## src/hdl/lzhc_pkg.sv

```systemverilog
package lzhc_pkg;

  localparam int DICT_BITS_DEF = 13;
  localparam int HASH_BITS_DEF = 10;

  // Depth of the operation queue between front and back; a power of two.
  localparam int QUEUE_DEPTH = 4;
  localparam int QUEUE_AW    = $clog2(QUEUE_DEPTH);

  // Operation kinds carried through the queue.
  localparam logic OP_EMPTY  = 1'b0;
  localparam logic OP_INSERT = 1'b1;

  typedef struct packed {
    logic full;
    logic empty;
  } queue_status_t;

endpackage

```

## src/hdl/lzhc_fifo.sv

```systemverilog
module lzhc_fifo #(
  parameter int WIDTH = 8
) (
  input  logic                   clk,
  input  logic                   rst,
  input  logic                   push,
  input  logic [WIDTH-1:0]       wdata,
  input  logic                   pop,
  output logic [WIDTH-1:0]       rdata,
  output lzhc_pkg::queue_status_t status
);

  logic [WIDTH-1:0]               mem [lzhc_pkg::QUEUE_DEPTH];
  logic [lzhc_pkg::QUEUE_AW-1:0]  wr_ptr;
  logic [lzhc_pkg::QUEUE_AW-1:0]  rd_ptr;
  logic [lzhc_pkg::QUEUE_AW:0]    count;

  assign rdata        = mem[rd_ptr];
  assign status.empty = (count == '0);
  assign status.full  = (count == (lzhc_pkg::QUEUE_AW+1)'(lzhc_pkg::QUEUE_DEPTH));

  always_ff @(posedge clk) begin
    if (push) begin
      mem[wr_ptr] <= wdata;
    end
  end

  always_ff @(posedge clk) begin
    if (rst) begin
      wr_ptr <= '0;
      rd_ptr <= '0;
      count  <= '0;
    end else begin
      if (push) begin
        wr_ptr <= wr_ptr + 1'b1;
      end
      if (pop) begin
        rd_ptr <= rd_ptr + 1'b1;
      end
      if (push && !pop) begin
        count <= count + 1'b1;
      end else if (pop && !push) begin
        count <= count - 1'b1;
      end
    end
  end

endmodule

```

## config.mk

```make
export PLATFORM = sky130hd
export DESIGN_NAME = lzhc_fifo
export DESIGN_NICKNAME = d
export VERILOG_FILES = /design/src/hdl/lzhc_pkg.sv /design/src/hdl/lzhc_fifo.sv
export SDC_FILE = /design/constraint.sdc
export NUM_CORES = 1
export LEC_CHECK = 0
export BUFFER_PORTS_ARGS = -buffer_cell sky130_fd_sc_hd__buf_2
export CAP_MARGIN = 20
export CORE_MARGIN = 1.5
export CORE_UTILIZATION = 45
export DETAILED_ROUTE_END_ITERATION = 7
export REMOVE_ABC_BUFFERS = 1
export SLEW_MARGIN = 20
export SYNTH_ARGS = -nofsm -noshare
export SYNTH_HDL_FRONTEND = slang
export SYNTH_SLANG_ARGS = --single-unit
```

## constraint.sdc

```tcl
create_clock -name clk -period 1.8 [get_ports clk]
set_clock_uncertainty 0.2 [all_clocks]
set_input_delay 0.09 -clock clk [delete_from_list [all_inputs] [get_ports clk]]
set_output_delay 0.09 -clock clk [all_outputs]
set_load 0.01 [all_outputs]
```

==> reports/metrics.cfg, run 1 <==
[synthesis]
avgSynthCellArea_um2=18.4
synth.area.top_cells=edfxtp_1, dfxtp_1, mux4_2, ha_1, nor2_1
yosys.area.top_type=edfxtp_1
ys_types=20
synth_area_um2=1590
synth-edff-count=32
synth_most_common_cell=edfxtp_1
async_flop_share_pct=0
synth_top_cell_area_share_pct=60.6
syn_inst=86
synth_ff_type=edfxtp_1
synth-seq-area-share_pct=71.9
ys.warnings.count=0
ys_top_cells_by_count=edfxtp_1, dfxtp_1, mux4_2
synth_seq_cells=41

[outcome]
status=completed

[clocking]
clock_latency_ns=0.34
cts-root-buf=clkbuf_4
cts_sinks=41
clk_pin_slew_ns=0.11
ctsLongestPathBuffers=2
cts_tree=yes
htreeDepth=2
post_cts_buffers=0
cts_inserted_buffers=5

[finish]
fin_util_pct=58.6
drive_gt1_share_pct=31.0
fin_area_um2=1970
fin_nets=143
area_growth_pct=24.2
diodes=0

[critical_path]
crit_path_max_incr_delay_ns=0.52
crit_family=multiplexers
cp-end-kind=output port
worst_ep_arrival_time_ns=1.51
critPathMaxFanout=8
timing.rr.start=count[0]
worst-setup-path-type=reg2out
cp_cell_sequence=buf_12 > mux4_2 > buf_6
critPathSlowestCell=mux4_2
cp-start-kind=register
path_buf_inv=2
crit_required_ns=1.51

[detailed_routing]
vias=837
routed_wl_mm=2.49
post_drt_wl_per_cell_um=14.5
routed_via_density=4.87
drtIter0Drc=14
antenna_left=0
drc=0
drtPass1Iterations=4

[placed_design]
postPlaceCellArea_um2=1740
io_buffers=21
routabilityCongestion=0.608
place_hpwl_mm=1.69

[global_routing]
grt_overflow=0
grt_max_degree=13
grt_pass1_wl_mm=4.15
grt_pass1_vias=895
gr-usage-all-layers_pct=14.9
antenna_found_initial=0

[die]
core_um2=3360
die_h_um=62.4
die_x_um=62.4
initial_core_util_pct=47.2
ios=22
fp-row-count=21
dieArea_um2=3890

[power]
swShare_pct=22.4
pwr-share-clk_pct=28.4
switchingPower_w=0.000436
intPower_w=0.00151
p_total_w=0.00194
leakage_nw=0.732
ir_worst_vdd_v=0.000500
pwr-share-seq_pct=57.5
power_density_nw_per_um2=986
combPwrFrac_pct=14.1

[sta]
setup_tns_ns=0
finalCritPeriodShare_pct=99.9
rsz0062_at_grt=true
final-setup-viol-count=0
max_slew_margin_pct=70.8
finalMaxSlewViolations=0
max_freq_mhz=556
tightest_slew_ns=0.438
finalCriticalPeriod_ns=1.80
hold_viol=0

[flow_run]
maxCapViolCount=0

[worst_hold_path]
worstHoldStart=push
min_path_type=in2reg

[worst paths after layout]
path	end	slack, ns	cells past startpoint
max	rdata[7]	0.001	3
min	count[0]	0.03	4
max reg2reg	count[2]	0.10	4
min reg2reg	count[2]	0.33	2
[worst min-delay path: stages]
cell and delay, ns:
buf_2 0.09, ha_1 0.21, xor2_1 0.09, nor2_1 0.07
[state kept, by name, indices dropped and copies added, names as in the netlist, named ones only]
register and cells:
rd_ptr 2, wr_ptr 2, count 3, mem 32
[cell usage in the layout, fill, tap and decap left out]
cell type and instances:
clkbuf_1 1, buf_4 1, nor3b_1 1, mux4_2 8
clkbuf_8 1, dfxtp_1 8, or3_1 1, dfxtp_2 1
inv_1 4, buf_2 19, fa_1 1, dlygate4sd3_1 12
xnor2_1 2, nor3_1 1, ha_1 5, nor2_1 7
a21oi_1 1, clkbuf_4 5, mux2i_1 2, buf_12 1
edfxtp_1 32, and2_1 4, o21ai_0 1, nand2_1 1
clkbuf_16 1, buf_6 2, xor2_1 3
[timing repair]
| item | in CTS | in global routing |
|---|---|---|
| hold buffers | 12 | 0 |
| endpoints found under the setup margin | 8 | 8 |
| gates resized for setup | 4 | 2 |
| hold endpoints to repair | 41 | 0 |
[layout make-up]
class                      instances  area, um^2
tap                               46        57.6
inverter                           4        15.0
sequential                        41        1140
timing repair buffer              35         265
clock buffer                       8        80.1
fill                             303        1390
multi-input combinational         38         410
[cell families (layout without fill, tap and decap cells)]
kind of cell,Yosys count,in the layout,synth area share (%)
muxes,10,10,12.6
adders and majority gates,6,6,5.21
AOI/OAI and AO/OA,2,2,0.630
buffers and inverters,7,47,2.21
and+or+nand+nor,15,15,4.65
DFF,41,41,71.9
xor gates and xnor gates,5,5,2.76
[per-stage QoR]
step	hold WS [ns]	setup slack [ns]	cells
3_3_place_gp	0.102	0.0999	152
6_report	0.0316	0.00128	172
4_1_cts	0.0133	-0.0320	172
2_1_floorplan	-0.0409	0.189	83
3_5_place_dp	0.113	0.0560	152
5_1_grt	0.0751	-0.0665	172
[power by group through the flow]
| stage | logic [W] | registers [W] | clock network (W) |
|---|---|---|---|
| global route | 0.000301 | 0.00113 | 0.000601 |
| global placement | 0.000232 | 0.00113 | 0 |
| detailed placement | 0.000241 | 0.00114 | 0 |
| CTS | 0.000270 | 0.00112 | 0.000572 |
| floorplan | 0.000145 | 0.00113 | 0 |
| finish | 0.000273 | 0.00112 | 0.000552 |
[metal layers]
metal | global-route usage (%) | up-vias | routed length (um)
met5 | 0 | - | 0
met2 | 25.7 | 20 | 1350
met1 | 16.7 | 412 | 994
met3 | 3.42 | 5 | 100
met4 | 9.17 | 0 | 51
li1 | - | 400 | -
(Power assumes the default switching activity.)
==> run 2, diff against run 1 <==
--- a/config.mk
+++ b/config.mk
@@ -5,7 +5,7 @@
 export SDC_FILE = /design/constraint.sdc
 export NUM_CORES = 1
 export LEC_CHECK = 0
-export BUFFER_PORTS_ARGS = -buffer_cell sky130_fd_sc_hd__buf_2
+export BUFFER_PORTS_ARGS = -buffer_cell sky130_fd_sc_hd__clkbuf_2
 export CAP_MARGIN = 20
 export CORE_MARGIN = 1.5
 export CORE_UTILIZATION = 45
==> run 2 against run 1 <==
- maximum frequency increased by 1.4%
- non-clock buffer count unchanged
- routed wire length decreased by 2.2%
- flip-flop and latch count unchanged
- power decreased by 0.54%
- clock power about the same
- sequential share of layout area increased by 0.37 points
- worst setup slack improved by 0.025 ns
- largest power group unchanged
- highest routed layer unchanged
==> reports/metrics.cfg, run 2 (synthesis gave the netlist of run 1 again) <==
[finish]
largest_reg_flops=32
fin_util_pct=58.2
nFillCells=288
fin_nets=143
top_register=mem
fin_area_um2=1960
diodes=0
final_cell_mix=edfxtp_1, clkbuf_2, dlygate4sd3_1
area_growth_pct=23.4
drive_gt1_share_pct=31.0
final_common_cell=edfxtp_1
fin_cells=172
reg_top3=mem (32), count (3)

[global_routing]
gr-usage-all-layers_pct=14.3
grt_max_degree=13
grtUsageMet3_pct=5.05
grt_overflow=0
grt_pass1_wl_mm=4.04
grt_pass1_vias=862
grtUsageMet1_pct=15.2
top_usage_layer=met2
grtUsageMet2_pct=25.7
antenna_found_initial=0

[critical_path]
worst_ep_arrival_time_ns=1.48
worst-setup-path-type=reg2out
critPathMaxFanout=8
critPathSlowestCell=mux4_2
crit_path_max_incr_delay_ns=0.51
cp_cell_sequence=buf_12 > mux4_2 > clkbuf_2
cp-end-kind=output port
crit_required_ns=1.51
cp-start-kind=register
r2r_setup_slack_ns=0.10

[sta]
tightest_slew_ns=0.433
rsz0062_at_grt=true
final-setup-viol-count=0
finalMaxSlewViolations=0
max_freq_mhz=564
finalCriticalPeriod_ns=1.77
hold_viol=0
finalCritPeriodShare_pct=98.5
max_slew_margin_pct=71.1

[detailed_routing]
antenna_left=0
drtIter0Drc=15
routed_via_density=4.79
routed_wl_mm=2.44
vias=824
drtPass1Iterations=2
drc=0
post_drt_wl_per_cell_um=14.2

[clocking]
cts-root-buf=clkbuf_4
clock_latency_ns=0.33
htreeDepth=2
ctsLongestPathBuffers=2
cts_tree=yes
cts_inserted_buffers=5
cts_sinks=41
clk_pin_slew_ns=0.12

[worst_hold_path]
min_path_type=in2reg

[die]
core_um2=3360
dieArea_um2=3890
fp-row-count=21
ios=22
die_h_um=62.4
die_x_um=62.4
initial_core_util_pct=47.2

[power]
switchingPower_w=0.000434
intPower_w=0.00150
power_density_nw_per_um2=987
pwr-share-clk_pct=28.6
ir_worst_vdd_v=0.000497
leakage_nw=0.731
combPwrFrac_pct=13.6
pwr-share-seq_pct=57.8
swShare_pct=22.4

[placed_design]
place_hpwl_mm=1.70
io_buffers=21
dp.cells=152
postPlaceCellArea_um2=1740
routabilityCongestion=0.627

[outcome]
status=completed

[flow_run]
maxCapViolCount=0

-- run 2: changes by cell type in the layout (fill, tap and decap cells not counted), sizes merged --
cell | previous run | this run
buf | 23 | 2
clkbuf | 8 | 29
-- run 2: timing repair --
item / in CTS / in global routing
gates resized for setup: 3 / 1
hold endpoints to repair: 41 / 0
hold buffers: 12 / 0
setup endpoints to repair: 8 / 8
buffers inserted: 0 / 0
-- run 2: worst paths after layout --
kind,end,start,depth (start not counted)
hold / removal,count[0],push,4
hold reg to reg,count[2],count[2],2
setup reg to reg,count[2],count[0],4
setup / recovery,rdata[7],register,3
-- run 2: routing by layer --
layer,routed length [um],vias up
met5,0,-
met2,1270,19
met1,1020,401
met4,40,0
li1,-,399
met3,107,5
-- run 2: final cells by class --
type / instances / area [um^2] / area share, %
clock buffer: 8 / 80.1 / 4.09
inverter: 4 / 15.0 / 0.767
multi-input combinational: 38 / 410 / 21.0
sequential: 41 / 1140 / 58.3
tap: 46 / 57.6 / 2.94
timing repair buffer: 35 / 253 / 12.9
-- run 2: worst max-delay path: cells and delay by family (launching register included) --
kind	cells	cell delay, ns
buf+inv	2	0.28
flops	1	0.36
mux	1	0.51
-- run 2: power by group through the flow --
stage	clock [W]	sequential, W	combinational [W]
6_report	0.000552	0.00112	0.000263
5_1_grt	0.000610	0.00112	0.000288
4_1_cts	0.000572	0.00112	0.000266
3_5_place_dp	0	0.00114	0.000241
3_3_place_gp	0	0.00113	0.000233
2_1_floorplan	0	0.00113	0.000145
-- run 2: through the flow --
step           setup slack [ns]  hold WS, ns  TNS, ns  power, W
2_1_floorplan             0.189      -0.0409        0   0.00128
3_3_place_gp              0.109        0.106        0   0.00137
3_5_place_dp             0.0595        0.117        0   0.00138
4_1_cts                 -0.0108       0.0247  -0.0236   0.00196
5_1_grt                 -0.0431       0.0745   -0.229   0.00202
6_report                 0.0265       0.0315        0   0.00193
