### src/hdl/lzhc_pkg.sv
package lzhc_pkg;

  localparam int DICT_BITS_DEF = 13;
  localparam int HASH_BITS_DEF = 10;

  // Depth of the operation queue between front and back; a power of two.
  localparam int QUEUE_DEPTH = 4;
  localparam int QUEUE_AW    = $clog2(QUEUE_DEPTH);

  // Operation kinds carried through the queue.
  localparam logic OP_EMPTY  = 1'b0;
  localparam logic OP_INSERT = 1'b1;

  typedef struct packed {
    logic full;
    logic empty;
  } queue_status_t;

endpackage

### src/hdl/lzhc_front.sv
module lzhc_front #(
  parameter int DICT_BITS = lzhc_pkg::DICT_BITS_DEF,
  parameter int HASH_BITS = lzhc_pkg::HASH_BITS_DEF
) (
  input  logic                          clk,
  input  logic                          rst,
  input  logic                          start,
  input  logic [7:0]                    data_byte,
  input  logic [DICT_BITS-1:0]          position,
  input  logic                          first_of_sector,
  input  logic                          last_of_sector,
  input  logic                          clearing,
  output logic                          busy,
  input  lzhc_pkg::queue_status_t       q_status,
  output logic                          q_push,
  output logic [DICT_BITS+HASH_BITS+1:0] q_wdata
);

  localparam int SHIFT = (HASH_BITS + 2) / 3;
  localparam int NSLOT = 5;
  localparam int SW    = $clog2(NSLOT);

  typedef struct packed {
    logic                 kind;
    logic                 last;
    logic [DICT_BITS-1:0] pos;
    logic [HASH_BITS-1:0] bucket;
  } op_t;

  // Byte count of the open sector, saturating at two: only 0, 1 and "two or more" matter.
  logic [1:0]           cnt;
  logic [1:0]           cnt_next;
  logic [HASH_BITS-1:0] rh;
  logic [HASH_BITS-1:0] rh_next;
  logic [DICT_BITS-1:0] p0;
  logic [DICT_BITS-1:0] p0_next;
  logic [DICT_BITS-1:0] p1;
  logic [DICT_BITS-1:0] p1_next;

  logic [NSLOT-1:0]     slot_v;
  op_t                  slot_op [NSLOT];
  logic [NSLOT-1:0]     cand_v;
  op_t                  cand_op [NSLOT];

  logic                 accept;
  logic                 close_open;
  logic [1:0]           c1;
  logic [1:0]           c2;
  logic [HASH_BITS-1:0] rh_sh;
  logic [HASH_BITS-1:0] j;
  logic [SW-1:0]        sel;

  assign accept = start && !busy;
  assign busy   = (|slot_v) || clearing;
  assign q_push = (|slot_v) && !q_status.full;
  assign q_wdata = slot_op[sel];

  assign rh_sh = rh << SHIFT;
  assign j     = rh_sh ^ HASH_BITS'(data_byte);

  // Up to five candidate operations in model order: closing the previous sector
  // (two), the chain insertion, and closing this sector (two). At most three are live.
  always_comb begin
    logic seen;
    seen       = 1'b0;
    close_open = first_of_sector && (cnt != 2'd0);
    c1         = close_open ? 2'd0 : cnt;

    cand_v[0]  = close_open;
    cand_op[0] = '{kind: lzhc_pkg::OP_EMPTY, last: 1'b0, pos: p0, bucket: '0};
    cand_v[1]  = close_open && (cnt == 2'd2);
    cand_op[1] = '{kind: lzhc_pkg::OP_EMPTY, last: 1'b0, pos: p1, bucket: '0};
    cand_v[2]  = (c1 == 2'd2);
    cand_op[2] = '{kind: lzhc_pkg::OP_INSERT, last: 1'b0, pos: p0, bucket: j};

    unique case (c1)
      2'd2: begin
        p0_next = p1;
        p1_next = position;
        rh_next = j;
        c2      = 2'd2;
      end
      2'd1: begin
        p0_next = p0;
        p1_next = position;
        rh_next = j;
        c2      = 2'd2;
      end
      default: begin
        p0_next = position;
        p1_next = p1;
        rh_next = HASH_BITS'(data_byte);
        c2      = 2'd1;
      end
    endcase

    cand_v[3]  = last_of_sector;
    cand_op[3] = '{kind: lzhc_pkg::OP_EMPTY, last: 1'b0, pos: p0_next, bucket: '0};
    cand_v[4]  = last_of_sector && (c2 == 2'd2);
    cand_op[4] = '{kind: lzhc_pkg::OP_EMPTY, last: 1'b0, pos: p1_next, bucket: '0};
    cnt_next   = last_of_sector ? 2'd0 : c2;

    // The final live operation carries the end-of-item mark.
    for (int i = NSLOT - 1; i >= 0; i--) begin
      cand_op[i].last = cand_v[i] && !seen;
      seen            = seen || cand_v[i];
    end
  end

  // Oldest live slot goes to the queue first.
  always_comb begin
    sel = '0;
    for (int i = NSLOT - 1; i >= 0; i--) begin
      if (slot_v[i]) begin
        sel = SW'(i);
      end
    end
  end

  always_ff @(posedge clk) begin
    if (rst) begin
      cnt    <= '0;
      rh     <= '0;
      p0     <= '0;
      p1     <= '0;
      slot_v <= '0;
    end else if (accept) begin
      cnt    <= cnt_next;
      rh     <= rh_next;
      p0     <= p0_next;
      p1     <= p1_next;
      slot_v <= cand_v;
    end else if (q_push) begin
      slot_v[sel] <= 1'b0;
    end
  end

  always_ff @(posedge clk) begin
    if (accept) begin
      for (int i = 0; i < NSLOT; i++) begin
        slot_op[i] <= cand_op[i];
      end
    end
  end

endmodule

### config.mk
export PLATFORM = sky130hd
export DESIGN_NAME = lzhc_front
export DESIGN_NICKNAME = d
export VERILOG_FILES = /design/src/hdl/lzhc_pkg.sv /design/src/hdl/lzhc_front.sv
export SDC_FILE = /design/constraint.sdc
export NUM_CORES = 1
export LEC_CHECK = 0
export ABC_CLOCK_PERIOD_IN_PS = 3600
export BUFFER_PORTS_ARGS = -buffer_cell sky130_fd_sc_hd__buf_2
export CAP_MARGIN = 30
export CORE_MARGIN = 4
export CORE_UTILIZATION = 58
export CTS_BUF_LIST = sky130_fd_sc_hd__clkbuf_4 sky130_fd_sc_hd__clkbuf_8 sky130_fd_sc_hd__clkbuf_16
export CTS_CLUSTER_DIAMETER = 200
export DETAILED_ROUTE_END_ITERATION = 8
export GPL_TIMING_DRIVEN = 0
export HOLD_SLACK_MARGIN = 0.1
export PLACE_DENSITY = 0.79
export SLEW_MARGIN = 20
export SYNTH_ARGS = -nofsm -noshare
export SYNTH_HDL_FRONTEND = slang
export SYNTH_SLANG_ARGS = --single-unit
### constraint.sdc
create_clock -name clk -period 3.6 [get_ports clk]
set_input_delay 0.72 -clock clk [delete_from_list [all_inputs] [get_ports clk]]
set_output_delay 0.72 -clock clk [all_outputs]
set_load 0.02 [all_outputs]
==> impl_metrics.yaml, run 1 <==
finish:
  final_cells: 628
  final_common_cell: "edfxtp_1"
  final_cell_area_sq_mm: 0.005540
  layout.nets: 549
  n_fill_cell: 646
  layout_common_cells: "67 x edfxtp_1, 60 x buf_2, 39 x dfxtp_1"
  final_util_pct: 67.09
  area_growth_pct: 12.19
  drive_above_1_share_pct: 18.74
  diodes: 0
timing:
  slew_headroom_pct: 44.60
  worst_pin_slew_ns: 0.8246
  finClkSkew_ns: 0.01495
  max_freq_mhz: 298.7
  setup_tns_ns: 0
  slew_viol_final: 0
  grt_setup_unrepaired: "no"
  setup_viol: 0
  min_period_over_period_pct: 93.00
  hold_viol_final: 0
  post-route-min-period_ns: 3.348
hold_path:
  hp-class: "flop to flop"
  min-delay-start: "rh[4]$_SDFFE_PP0P_"
die:
  die_h_um: 100.3
  io_pins: 56
  initial_core_util_pct: 59.80
  core_area_sq_mm: 0.008258
  rows: 33
  dieArea_sq_mm: 0.01006
  dieWidth_um: 100.3
routing:
  routed-via-count: 4026
  wl_per_cell_um: 21.18
  drc: 0
  drt_wl_total_um: 13300
  viasPerCell: 6.411
  dr.pass1.iters: 5
  ant_nets: 0
  drt_iter0_drc: 419
placement:
  placed_cells: 613
  gp_congestion: 0.8683
  place_area_sq_mm: 0.005365
  dp_hpwl_um: 8893
  portBuffers: 54
yosys:
  syn_avg_cell_area_sq_um: 10.90
  syn-cell-area_sq_mm: 0.004938
  yosys_most_used_dff: "edfxtp_1"
  synth-seq-area-share_pct: 56.55
  yosys.area.top_type_share_pct: 40.74
  synth_seq_cells: 106
  synth_edf_count: 67
  yosys_warnings: 0
  yosysTopAreaCell: "edfxtp_1"
  synth_area_leaders: "edfxtp_1 41%, dfxtp_1 16%, a31oi_1 3.5%"
  syn_inst: 453
  netlist-cell-type-count: 41
  synth-async-reset-ratio_pct: 0
  syn-num-nets: 484
critical_path:
  path_cells: "clkbuf_1 -> nand2b_1 -> clkbuf_1 -> a31oi_1 -> a31oi_1 -> buf_2"
  path_buf_inv: 3
  worst_setup_path_start_kind: "flop"
  arrival_ns: 2.63
  timing.rr.start: "cnt[0]$_SDFFE_PP0P_"
  crit_path_max_fanout: 11
  cp_data_required_time_ns: 2.88
  critPathTopFamily: "buffers and inverters"
  cpMaxStageDelayCell: "dfxtp_1"
  cpPeakStageDelay_ns: 0.63
  critPathCaptureType: "output pin"
  startpoint: "slot_v[3]$_SDFFE_PP0P_"
  worstSetupPathType: "flop to output pin"
  rrSetupSlack_ns: 0.82
cts:
  cts.path.max_buffers: 2
  clkSinkCount: 106
  htree_num_levels: 3
  cts_tree: "done"
  post_cts_buffers: 0
  clk_pin_slew_ns: 0.10
  insertion_delay_ns: 0.38
  cts_inserted_buffers: 9
  clock_tree.root_cell: "clkbuf_8"
flow_run:
  maxCapViolations: 0
outcome:
  outcome: "finished clean"
global_route:
  grt_overflow_total: 0
  grt_pass1_vias: 3938
  grt_pass1_wl_um: 20310
  antenna_found_initial: 0
  grtUsageTotal_pct: 26.72
  grt_max_degree: 37
pwr:
  powerDensity_mw_per_mm2: 405.3
  p_leak_nw: 1.979
  peakVddDrop_mv: 0.2366
-- power breakdown --
| group | total, W | switching (W) | leakage [nW] | internal (W) |
|---|---|---|---|---|
| Combinational | 0.000199 | 0.000130 | 0.934 | 0.0000686 |
| Clock | 0.000686 | 0.000430 | 0.0818 | 0.000255 |
| Sequential | 0.00136 | 0.0000211 | 0.964 | 0.00134 |
-- metal layers --
metal	global-route usage, %	vias to the layer above	part of all wire [%]
li1	-	1854	-
met3	3.892	22	8.9
met4	11.30	0	2.2
met5	0	-	0
met1	35.68	1945	40
met2	43.73	205	49
-- cell usage after synthesis (all sizes together) (4+ instances only) --
cell type	number
a31oi	28
inv	4
xor2	4
o21ai	36
buf	10
mux2	14
a22oi	13
nor2b	5
dfxtp	39
a21o	13
clkbuf	35
and3	11
or4bb	6
and2	15
nand4	20
nand4bb	7
nor3	18
nand2b	15
a21oi	27
edfxtp	67
o2bb2ai	13
nand2	30
-- final cells by class --
class	count	area (sq um)	area share (%)
buffer	44	188.9	3.410
clock buffer	9	123.9	2.236
clock inverter	7	53.80	0.9711
inverter	4	15.01	0.2710
multi-input combinational	298	1944	35.09
sequential	106	2793	50.41
tap	105	131.4	2.371
timing repair buffer	55	290.3	5.239
-- worst reg2reg max path: cells and delay by family (launching register included) --
family          cells  cell delay (ns)
compound gates      2             0.34
simple gates        2             0.26
flops               1             0.34
fa+ha+maj           1             0.27
buf+inv             3             1.50
-- per-stage QoR --
step	setup WS (ns)	power, W	hold WS, ns
global placement	-0.7671	0.001579	0.4159
CTS	0.008579	0.002238	0.4449
global route	0.1381	0.002308	0.4514
finish	0.2520	0.002246	0.4462
floorplan	0.3740	0.001503	0.4088
detailed placement	0.3870	0.001586	0.4230
-- path summary, 6_finish.rpt --
kind	cells past startpoint	end
setup / recovery	6	q_wdata[18]
setup reg to reg	8	p0[9]$_SDFFE_PP0P_
hold reg to reg	0	slot_op[2][8]$_DFFE_PP_
hold / removal	0	slot_op[2][8]$_DFFE_PP_
-- registers in the layout (all words and copies together), names as in the netlist --
name     count
p1          13
slot_v       5
cnt          2
rh           6
p0          13
slot_op     67
-- kinds of logic after synthesis --
kind of cell	after synthesis	share of synthesized area, %
and+or+nand+nor	141	17.53
AOI/OAI and AO/OA	135	16.97
DFF	106	56.55
buffers and inverters	49	4.180
muxes	14	3.192
xor gates and xnor gates	6	1.064
adders and majority gates	2	0.5066
-- repair_timing --
item / 4_1_cts / 5_1_grt
resized for setup: 0 / 2
endpoints found under the setup margin: 0 / 10
hold buffers: 0 / 0
(Power assumes the default switching activity.)
==> run 2: changes to the inputs <==
Settings changed: ABC_CLOCK_PERIOD_IN_PS 3600 to 3800.
Clock period 3.6 ns to 3.8 ns, I/O delays scaled along.
==> impl_metrics.yaml, run 2 (synthesis gave the netlist of run 1 again) <==
outcome:
  outcome: "finished clean"
global_route:
  grt_pass1_vias: 3938
  grt_pass1_wl_um: 20310
  antenna_found_initial: 0
  grt_overflow_total: 0
  grt_max_degree: 37
  grtUsageTotal_pct: 26.72
routing:
  drc: 0
  drt_wl_total_um: 13340
  routed-via-count: 4061
  dr.pass1.iters: 5
  ant_nets: 0
  wl_per_cell_um: 21.25
  viasPerCell: 6.467
  drt_iter0_drc: 332
critical_path:
  arrival_ns: 2.85
  cpMostUsedCell: "clkbuf_1"
  rrSetupSlack_ns: 0.90
  crit_path_max_fanout: 13
  cp_data_required_time_ns: 3.04
  worstSetupPathType: "flop to output pin"
  path_cells: "clkbuf_1 -> clkbuf_1 -> nor4_1 -> nand2_1 -> a31oi_1 -> buf_2"
  cpPeakStageDelay_ns: 0.54
  cpMaxStageDelayCell: "nand2_1"
  reg2regPathDepth: 5
  timing.rr.start: "slot_v[3]$_SDFFE_PP0P_"
  worst_setup_path_start_kind: "flop"
  critPathCaptureType: "output pin"
  reg2reg_to: "slot_op[2][14]$_DFFE_PP_"
cts:
  clkSinkCount: 106
  insertion_delay_ns: 0.37
  hold_buffers: 0
  cts_resized: 0
  cts_tree: "done"
  clock_tree.root_cell: "clkbuf_8"
  htree_num_levels: 3
  post_cts_buffers: 0
  cts.path.max_buffers: 2
  clk_pin_slew_ns: 0.10
  cts_inserted_buffers: 9
die:
  die_h_um: 100.3
  rows: 33
  dieArea_sq_mm: 0.01006
  core_area_sq_mm: 0.008258
  initial_core_util_pct: 59.80
  dieWidth_um: 100.3
  io_pins: 56
finish:
  drive_above_1_share_pct: 18.55
  diodes: 0
  regMostFlops: "slot_op"
  final_util_pct: 67.08
  largest_reg_flops: 67
  final_common_cell: "edfxtp_1"
  area_growth_pct: 12.16
  largest_registers: "slot_op: 67 flops, p0: 13 flops, p1: 13 flops"
  final_cells: 628
  layout.nets: 549
  layout_common_cells: "67 x edfxtp_1, 60 x buf_2, 39 x dfxtp_1"
  n_fill_cell: 646
timing:
  slew_headroom_pct: 43.83
  post-route-min-period_ns: 3.608
  worst_pin_slew_ns: 0.8361
  grt_setup_unrepaired: "no"
  setup_viol: 0
  max_freq_mhz: 277.2
  hold_viol_final: 0
  slew_viol_final: 0
  min_period_over_period_pct: 94.93
  finClkSkew_ns: 0.01217
pwr:
  peakVddDrop_mv: 0.2232
  p_leak_nw: 1.977
  powerDensity_mw_per_mm2: 383.4
placement:
  placed_cells: 613
  portBuffers: 54
  dp_hpwl_um: 8893
  gp_congestion: 0.8683
hold_path:
  holdPathEnd: "slot_op[2][8]$_DFFE_PP_"
  min-delay-start: "rh[4]$_SDFFE_PP0P_"
  hp-class: "flop to flop"
  min_path_cells: 0
flow_run:
  maxCapViolations: 0
-- run 2: cell count changes in the layout (fill, tap and decap cells not counted) --
cell	change
clkbuf_1	+1
clkbuf_2	-1
-- run 2: layout make-up --
| class | count | area [sq um] | area share (%) |
|---|---|---|---|
| clock buffers | 9 | 123.9 | 2.236 |
| plain buffers | 44 | 187.7 | 3.388 |
| well taps | 105 | 131.4 | 2.372 |
| inverters | 4 | 15.01 | 0.2711 |
| flip-flops and latches | 106 | 2793 | 50.42 |
| repair buffers | 55 | 290.3 | 5.241 |
| multi-input cells | 298 | 1944 | 35.10 |
| clock inverters | 7 | 53.80 | 0.9713 |
-- run 2: routing by layer --
| layer | global-route usage (%) | vias to the layer above | routed length (um) |
|---|---|---|---|
| met5 | 0 | - | 0 |
| met4 | 11.30 | 0 | 336 |
| met3 | 3.892 | 28 | 1292 |
| met2 | 43.73 | 221 | 6473 |
| met1 | 35.68 | 1954 | 5240 |
| li1 | - | 1858 | - |
-- run 2: worst max-delay path by stage --
stage                     depth (start not counted)                       end                    from  slack [ns]
final                                             6               q_wdata[18]  slot_v[3]$_SDFFE_PP0P_        0.19
after global placement                            4  slot_op[4][16]$_DFFE_PP_  slot_v[3]$_SDFFE_PP0P_       -0.57
after floorplan                                   2  slot_op[0][23]$_DFFE_PP_                clearing        0.53
after global routing                              6               q_wdata[20]  slot_v[3]$_SDFFE_PP0P_        0.09
after CTS                                         7               q_wdata[18]  slot_v[3]$_SDFFE_PP0P_        0.17
after detailed placement                          7  slot_op[3][19]$_DFFE_PP_         first_of_sector        0.55
-- run 2: power breakdown --
part	leakage [nW]	internal [W]	switching, W	total [W]
Sequential	0.964	0.00127	0.0000185	0.00129
Combinational	0.931	0.0000651	0.000125	0.000191
Clock	0.0818	0.000242	0.000403	0.000645
-- run 2: per-stage QoR --
step	total power [W]	setup TNS, ns	hold slack (ns)	setup slack [ns]	instance area (sq um)
finish	0.002123	0	0.4461	0.1925	5539
global route	0.002186	0	0.4514	0.09243	5539
CTS	0.002120	0	0.4449	0.1686	5543
detailed placement	0.001502	0	0.4230	0.5470	5365
global placement	0.001496	-38.87	0.4159	-0.5671	5340
floorplan	0.001424	0	0.4088	0.5340	4938
-- run 2: critical path: cells and delay by family (launching register included) --
| family | cells | cell delay (ns) |
|---|---|---|
| AO/OA/AOI/OAI | 1 | 0.34 |
| buffers and inverters | 3 | 0.79 |
| flip-flops | 1 | 0.33 |
| AND/OR/NAND/NOR | 2 | 1.00 |
==> run 3: changes to the inputs <==
Settings changed: RECOVER_POWER set to 50.
==> impl_metrics.yaml, run 3 (synthesis gave the netlist of run 1 again) <==
outcome:
  outcome: "finished clean"
placement:
  portBuffers: 54
  placed_cells: 613
  gp_congestion: 0.8683
  dp_hpwl_um: 8893
  pre_cts_slack_ns: 0.5470
critical_path:
  startpoint: "slot_v[3]$_SDFFE_PP0P_"
  crit_path_max_fanout: 10
  arrival_ns: 2.82
  timing.rr.start: "slot_v[3]$_SDFFE_PP0P_"
  cp_data_required_time_ns: 3.04
  critPathCaptureType: "output pin"
  worstSetupPathType: "flop to output pin"
  worst_setup_path_start_kind: "flop"
finish:
  final_util_pct: 66.83
  drive_above_1_share_pct: 15.30
  final_cells: 628
  layout_common_cells: "67 x edfxtp_1, 53 x buf_2, 42 x clkbuf_1"
  layout.nets: 549
  final_common_cell: "edfxtp_1"
  regArea_sq_mm: 0.002793
  diodes: 0
  regMostFlops: "slot_op"
  area_growth_pct: 11.76
  n_fill_cell: 651
  multi_input_area_sq_mm: 0.001941
  largest_registers: "slot_op: 67 flops, p0: 13 flops, p1: 13 flops"
  largest_reg_flops: 67
cts:
  cts_resized: 0
  post_cts_buffers: 0
  cts.path.max_buffers: 2
  clock_tree.root_cell: "clkbuf_8"
  hold_buffers: 0
  insertion_delay_ns: 0.38
  clk_pin_slew_ns: 0.10
  clkSinkCount: 106
  htree_num_levels: 3
  cts_tree: "done"
  cts_inserted_buffers: 9
timing:
  finClkSkew_ns: 0.01602
  setup_viol: 0
  final.setup.worst_slack_ns: 0.2201
  post-route-min-period_ns: 3.580
  grt_setup_unrepaired: "no"
  max_freq_mhz: 279.3
  slew_headroom_pct: 44.03
  min_period_over_period_pct: 94.21
  hold_viol_final: 0
  worst_pin_slew_ns: 0.8331
  slew_viol_final: 0
die:
  dieWidth_um: 100.3
  initial_core_util_pct: 59.80
  dieArea_sq_mm: 0.01006
  io_pins: 56
  rows: 33
  die_h_um: 100.3
  core_area_sq_mm: 0.008258
routing:
  drt_iter0_drc: 363
  drc: 0
  dr.pass1.iters: 5
  ant_nets: 0
  wl_per_cell_um: 21.31
  drt_wl_total_um: 13380
  routed-via-count: 4066
  viasPerCell: 6.475
global_route:
  grt_overflow_total: 0
  grt_max_degree: 37
  grt_pass1_vias: 3938
  grt_pass1_wl_um: 20310
  antenna_found_initial: 0
  grtUsageTotal_pct: 26.72
hold_path:
  hp-class: "flop to flop"
  min-delay-start: "rh[4]$_SDFFE_PP0P_"
pwr:
  finalPower_w: 0.002125
  powerDensity_mw_per_mm2: 385.1
  p_int_w: 0.001574
  peakVddDrop_mv: 0.2222
  comb_power_share_pct: 8.9
  pwr-share-seq_pct: 60.6
  p_sw_w: 0.0005510
  p_leak_nw: 1.963
  switching_share_pct: 25.92
  power_frac_clock_pct: 30.5
flow_run:
  maxCapViolations: 0
==> run 3: cell types whose count changed in the layout (fill, tap and decap cells not counted), sizes merged <==
cell / change
buf: -8
clkbuf: +8
==> run 3: area by class of cell <==
class | count | share of cell area, %
buffer | 44 | 3.197
clock buffer | 9 | 2.244
clock inverter | 7 | 0.9748
inverter | 4 | 0.2720
multi-input combinational | 298 | 35.16
sequential | 106 | 50.60
tap | 105 | 2.380
timing repair buffer | 55 | 5.169
==> run 3: routing by layer <==
metal	track usage [%]	up-vias	routed length, um
li1	-	1857	-
met4	11.30	0	302
met3	3.892	24	1061
met1	35.68	1975	5450
met2	43.73	210	6566
met5	0	-	0
==> run 3: critical path, cell delays in order, from the launching register on <==
cell      delay [ns]
dfxtp_1         0.35
clkbuf_1        0.43
clkbuf_1        0.45
nand2b_1        0.26
clkbuf_1        0.34
a31oi_1         0.27
a31oi_1         0.13
buf_2           0.21
==> run 3: worst paths after layout <==
kind                                            endpoint  slack (ns)  cells after the start
worst max-delay path                         q_wdata[18]        0.22                      7
worst min-delay path             slot_op[2][8]$_DFFE_PP_        0.44                      0
worst max register to register  slot_op[2][14]$_DFFE_PP_        0.65                      5
worst min register to register   slot_op[2][8]$_DFFE_PP_        0.44                      0
==> run 3: power by group through the flow <==
| stage | Sequential [W] | Combinational (W) | Clock [W] |
|---|---|---|---|
| 2_1_floorplan | 0.00131 | 0.000114 | 0 |
| 3_3_place_gp | 0.00131 | 0.000181 | 0 |
| 3_5_place_dp | 0.00131 | 0.000188 | 0 |
| 4_1_cts | 0.00129 | 0.000188 | 0.000644 |
| 5_1_grt | 0.00129 | 0.000202 | 0.000690 |
| 6_report | 0.00129 | 0.000189 | 0.000648 |
==> run 3: per-stage QoR <==
step	TNS (ns)	instance area (sq um)	hold slack, ns
finish	0	5519	0.4450
global route	0	5519	0.4514
CTS	0	5543	0.4449
detailed placement	0	5365	0.4230
global placement	-38.87	5340	0.4159
floorplan	0	4938	0.4088
